## src/slc_pkg.sv

```systemverilog
// shared types, widths and constants of the triangle contour slicer
// no dependencies; imported by every module of the block
`default_nettype none

package slc_pkg;

	localparam int COORD_W   = 24;
	localparam int SCR_W     = 16;
	localparam int LVL_W     = 24;
	localparam int SPACING_W = 23;
	localparam int CNT_W     = 7;
	// signed width of a height difference or a level height
	localparam int ZW        = 25;
	// signed width of half screen in fixed point plus 200 times a coordinate
	localparam int BW        = 34;
	// signed width of 200 times a coordinate difference
	localparam int DW        = 33;
	// quotient bits of the projection divider
	localparam int QB        = 16;
	localparam int QDEPTH    = 2;

	localparam logic [SPACING_W-1:0] SPACING_RESET = 23'd6554;
	localparam logic [SCR_W-1:0]     SAT_MAX       = 16'h7fff;
	localparam logic [SCR_W-1:0]     SAT_MIN       = 16'h8000;

	localparam int SCREEN_SIZE_DEF     = 512;
	localparam int MAX_STRIPES_DEF     = 64;
	localparam int COORD_FRAC_BITS_DEF = 16;

	typedef struct packed {
		logic [COORD_W-1:0] x;
		logic [COORD_W-1:0] y;
		logic [COORD_W-1:0] z;
	} vertex_t;

	// one classified triangle, handed from front to back
	typedef struct packed {
		vertex_t               hv;
		vertex_t               mv;
		vertex_t               lv;
		logic [ZW-1:0]         lvl0;
		logic [LVL_W-1:0]      idx0;
		logic [CNT_W-1:0]      n;
		logic                  trunc;
		logic [SPACING_W-1:0]  sp;
	} desc_t;

	typedef struct packed {
		logic full;
		logic empty;
	} q_stat_t;

	typedef enum logic [1:0] {
		F_IDLE,
		F_DIVL,
		F_DIVH,
		F_PUSH
	} front_state_t;

	typedef enum logic [2:0] {
		B_IDLE,
		B_OPS,
		B_MUL,
		B_SUM,
		B_PREP,
		B_DIV,
		B_NEXT,
		B_EMIT
	} back_state_t;

endpackage

`default_nettype wire

```

## src/slc_fifo.sv

```systemverilog
// two-entry descriptor queue between front and back
// depends on slc_pkg
`default_nettype none

module slc_fifo
	import slc_pkg::*;
(
	input  wire logic    clk,
	input  wire logic    arst_n,
	input  wire logic    push,
	input  wire desc_t   wdata,
	input  wire logic    pop,
	output desc_t        rdata,
	output q_stat_t      stat
);

	localparam int PW = $clog2(QDEPTH);

	desc_t             mem_q [QDEPTH];
	logic [PW-1:0]     wr_ptr_q;
	logic [PW-1:0]     rd_ptr_q;
	logic [PW:0]       cnt_q;

	assign stat.full  = (cnt_q == (PW+1)'(QDEPTH));
	assign stat.empty = (cnt_q == '0);
	assign rdata      = mem_q[rd_ptr_q];

	always_ff @(posedge clk) begin
		if (push) begin
			mem_q[wr_ptr_q] <= wdata;
		end
	end

	always_ff @(posedge clk or negedge arst_n) begin
		if (!arst_n) begin
			wr_ptr_q <= '0;
			rd_ptr_q <= '0;
			cnt_q    <= '0;
		end else begin
			if (push) begin
				wr_ptr_q <= wr_ptr_q + 1'b1;
			end
			if (pop) begin
				rd_ptr_q <= rd_ptr_q + 1'b1;
			end
			if (push && !pop) begin
				cnt_q <= cnt_q + 1'b1;
			end else if (pop && !push) begin
				cnt_q <= cnt_q - 1'b1;
			end
		end
	end

endmodule

`default_nettype wire

```

## config.mk

```make
export PLATFORM = sky130hd
export DESIGN_NAME = slc_fifo
export DESIGN_NICKNAME = d
export VERILOG_FILES = /design/src/slc_pkg.sv /design/src/slc_fifo.sv
export SDC_FILE = /design/constraint.sdc
export NUM_CORES = 1
export LEC_CHECK = 0
export BUFFER_PORTS_ARGS = -buffer_cell sky130_fd_sc_hd__buf_2
export CORE_AREA = 5 5 232 234
export CTS_BUF_LIST = sky130_fd_sc_hd__clkbuf_4 sky130_fd_sc_hd__clkbuf_8 sky130_fd_sc_hd__clkbuf_16
export CTS_CLUSTER_DIAMETER = 80
export CTS_CLUSTER_SIZE = 30
export DETAILED_ROUTE_END_ITERATION = 16
export DIE_AREA = 0 0 237 239
export GPL_TIMING_DRIVEN = 0
export PLACE_DENSITY = 0.72
export SKIP_CTS_REPAIR_TIMING = 1
export SLEW_MARGIN = 20
export SYNTH_ARGS = -nofsm -noshare
export SYNTH_HDL_FRONTEND = slang
export SYNTH_SLANG_ARGS = --single-unit
export TNS_END_PERCENT = 100
```

## constraint.sdc

```tcl
create_clock -name clk -period 18.35 [get_ports clk]
set_input_delay 3.67 -clock clk [delete_from_list [all_inputs] [get_ports clk]]
set_output_delay 3.67 -clock clk [all_outputs]
set_load 0.02 [all_outputs]
```

==> impl_metrics.env <==
export IMPL_dp_cells=2242
export IMPL_initial_core_util_pct=43.4
export IMPL_placed_cell_area_um2=26800
export IMPL_syn_inst=937
export IMPL_irDropWorstVdd_mv=0.0905
export IMPL_grt_pass1_wl_um=71400
export IMPL_cap_violations=0
export IMPL_synth_area_um2=22500
export IMPL_slew_viol_final=0
export IMPL_fin_nets=1887
export IMPL_share_comb_of_total_power_pct=39.3
export IMPL_antenna_found_initial=22
export IMPL_period_minus_slack_ps=5790
export IMPL_slew_headroom_pct=63.6
export IMPL_wirelength_um=49700
export IMPL_die_h_um=239
export IMPL_r2r_end="mem_q[0][92]$_DFFE_PP_"
export IMPL_final_cell_count_no_fill=2306
export IMPL_status="finished, final reports clean"
export IMPL_holdPathStages=1
export IMPL_drt_iter0_drc=574
export IMPL_worstPathRequired_ps=14680
export IMPL_grt_pass1_vias=11510
export IMPL_finalHoldViolCount=0
export IMPL_worst_path_max_fanout=10
export IMPL_grtUsageMet3_pct=5.73
export IMPL_worst_pin_slew_ps=544
export IMPL_worstPathArrival_ps=2120
export IMPL_cts_tree="built"
export IMPL_clock_root_buffer="clkbuf_16"
export IMPL_cts_sinks=596
export IMPL_pre_cts_slack_ps=12630
export IMPL_synth_cell_type_count=13
export IMPL_drc=0
export IMPL_layout_setup_ws_ps=12560
export IMPL_fp_dieW_um=237
export IMPL_critical_path_endpoint_type="output pin"
export IMPL_fin_area_um2=28000
export IMPL_finClkSkew_ps=35.4
export IMPL_crit_type="register to output pin"
export IMPL_viasPerCell=4.78
export IMPL_grt_usage_pct=16.5
export IMPL_clk_path_buf_depth=3
export IMPL_fin_util_pct=54.0
export IMPL_crit_start="rd_ptr_q$_DFFE_PN0P_"
export IMPL_fin_crit_sh_pct=31.5
export IMPL_r2r_start="wr_ptr_q$_DFFE_PN0P_"
export IMPL_power_density_nw_per_um2=157
export IMPL_power_switching_share_pct=33.8
export IMPL_rsz0062_at_grt="no"
export IMPL_leakagePower_nw=11.1
export IMPL_die_area_um2=56600
export IMPL_p_seq_share_pct=42.3
export IMPL_switching_power_w=0.00148
export IMPL_busiest_layer="met2"
export IMPL_drtPass1Iterations=4
export IMPL_yosysSeqAreaShare_pct=79.5
export IMPL_clkTransAtPathRegs_ps=110
export IMPL_grt_use_met2_pct=29.7
export IMPL_reg2reg_depth=6
export IMPL_max_freq_mhz=173
export IMPL_gp_congestion=0.821
export IMPL_avgSynthCellArea_um2=24.0
export IMPL_internal_power_w=0.00291
export IMPL_overflow=0
export IMPL_vias=11029
export IMPL_row_count=84
export IMPL_synth_seq_cells=596
export IMPL_grt_max_degree=53
export IMPL_syn2layout_area_growth_pct=24.3
export IMPL_ys_warn_count=0
export IMPL_wire_per_inst_um=21.6
export IMPL_clock_latency_ps=600
export IMPL_cts_made_buffers=30
export IMPL_synth_nets=1238
export IMPL_pin_count=598
export IMPL_min_path_type="register to register"
export IMPL_use_met1_pct=18.9
export IMPL_h_tree_depth=1
export IMPL_drtAntennaViolNets=0
export IMPL_port_buffers=597
export IMPL_cp_endpoint="rdata[231]"
export IMPL_whs_ps=505
export IMPL_dpl_hpwl_um=37700
export IMPL_ff2ff_setup_slack_ps=16050
export IMPL_core_area_um2=51800
export IMPL_drive_above_1_share_pct=62.3
export IMPL_cp_start_kind="register"
export IMPL_setup_viol=0
export IMPL_power_share_clock_pct=18.4
## critical path: stages (launching register included)
cell	delay, ps
dfrtp_1	350
buf_6	160
buf_6	240
buf_6	240
mux2_4	330
buf_2	180
## flip-flops by register name, summed over array words and instances (netlist names)
name and cells:
mem_q 592, rd_ptr_q 1, wr_ptr_q 1, cnt_q 2
## placed cells by master, fill, tap and decap left out, drive strengths merged
cell type,count
buf,650
edfxtp,592
mux2,296
clkbuf,36
inv,9
clkinv,9
diode,8
xor2,4
dfrtp,4
nor2,2
clkinvlp,2
nor2b,2
and2,1
xnor2,1
ha,1
bufinv,1
## synthesized netlist by cell type, drive strengths merged
| cell | instances | area share [%] |
|---|---|---|
| and2 | 1 | 0.028 |
| buf | 33 | 1.5 |
| dfrtp | 4 | 0.45 |
| edfxtp | 592 | 79 |
| ha | 1 | 0.056 |
| inv | 1 | 0.017 |
| mux2 | 296 | 19 |
| nor2 | 2 | 0.033 |
| nor2b | 2 | 0.056 |
| xnor2 | 1 | 0.039 |
| xor2 | 4 | 0.16 |
## routing by layer
layer / wire [um] / up-vias
met1: 17600 / 5487
met2: 26400 / 390
met5: 174 / -
li1: - / 5044
met4: 1080 / 24
met3: 4370 / 84
## kinds of logic after synthesis
group / count (synthesis) / share of synthesized area (%)
XOR/XNOR: 5 / 0.195
adder cells (fa/ha/maj): 1 / 0.0556
buffers and inverters: 34 / 1.50
flip-flops: 596 / 79.5
multiplexers: 296 / 18.7
AND/OR/NAND/NOR: 5 / 0.117
## per-stage QoR
| stage | power, W | setup TNS (ps) |
|---|---|---|
| floorplan | 0.00317 | 0 |
| global placement | 0.00374 | -1960710 |
| detailed placement | 0.00364 | 0 |
| CTS | 0.00445 | 0 |
| global route | 0.00458 | 0 |
| finish | 0.00439 | 0 |
## how the worst min path moves through the flow
stage	from	to	slack (ps)
2_1_floorplan	wr_ptr_q$_DFFE_PN0P_	wr_ptr_q$_DFFE_PN0P_	460
3_3_place_gp	wr_ptr_q$_DFFE_PN0P_	wr_ptr_q$_DFFE_PN0P_	470
3_5_place_dp	cnt_q[1]$_DFFE_PN0P_	cnt_q[1]$_DFFE_PN0P_	490
4_1_cts	cnt_q[1]$_DFFE_PN0P_	cnt_q[1]$_DFFE_PN0P_	510
5_1_grt	cnt_q[1]$_DFFE_PN0P_	cnt_q[1]$_DFFE_PN0P_	550
6_report	cnt_q[1]$_DFFE_PN0P_	cnt_q[1]$_DFFE_PN0P_	510
## power groups by stage
| stage | Combinational [W] | Clock (W) | Sequential [W] |
|---|---|---|---|
| 6_report | 0.00172 | 0.000810 | 0.00186 |
| 5_1_grt | 0.00181 | 0.000896 | 0.00188 |
| 4_1_cts | 0.00176 | 0.000832 | 0.00186 |
| 3_5_place_dp | 0.00175 | 0 | 0.00189 |
| 3_3_place_gp | 0.00167 | 0 | 0.00207 |
| 2_1_floorplan | 0.00117 | 0 | 0.00200 |
## final cells by class
type                       instances  area (um2)
antenna                            8        20.0
buffer                            33         334
clock buffer                      36         813
clock inverter                    20         292
fill                            4025       23900
inverter                           1        3.75
multi-input combinational        307        4290
sequential                       596       17900
tap                              688         861
timing repair buffer             617        3470
Note: power is estimated with default switching activity, not from simulation.
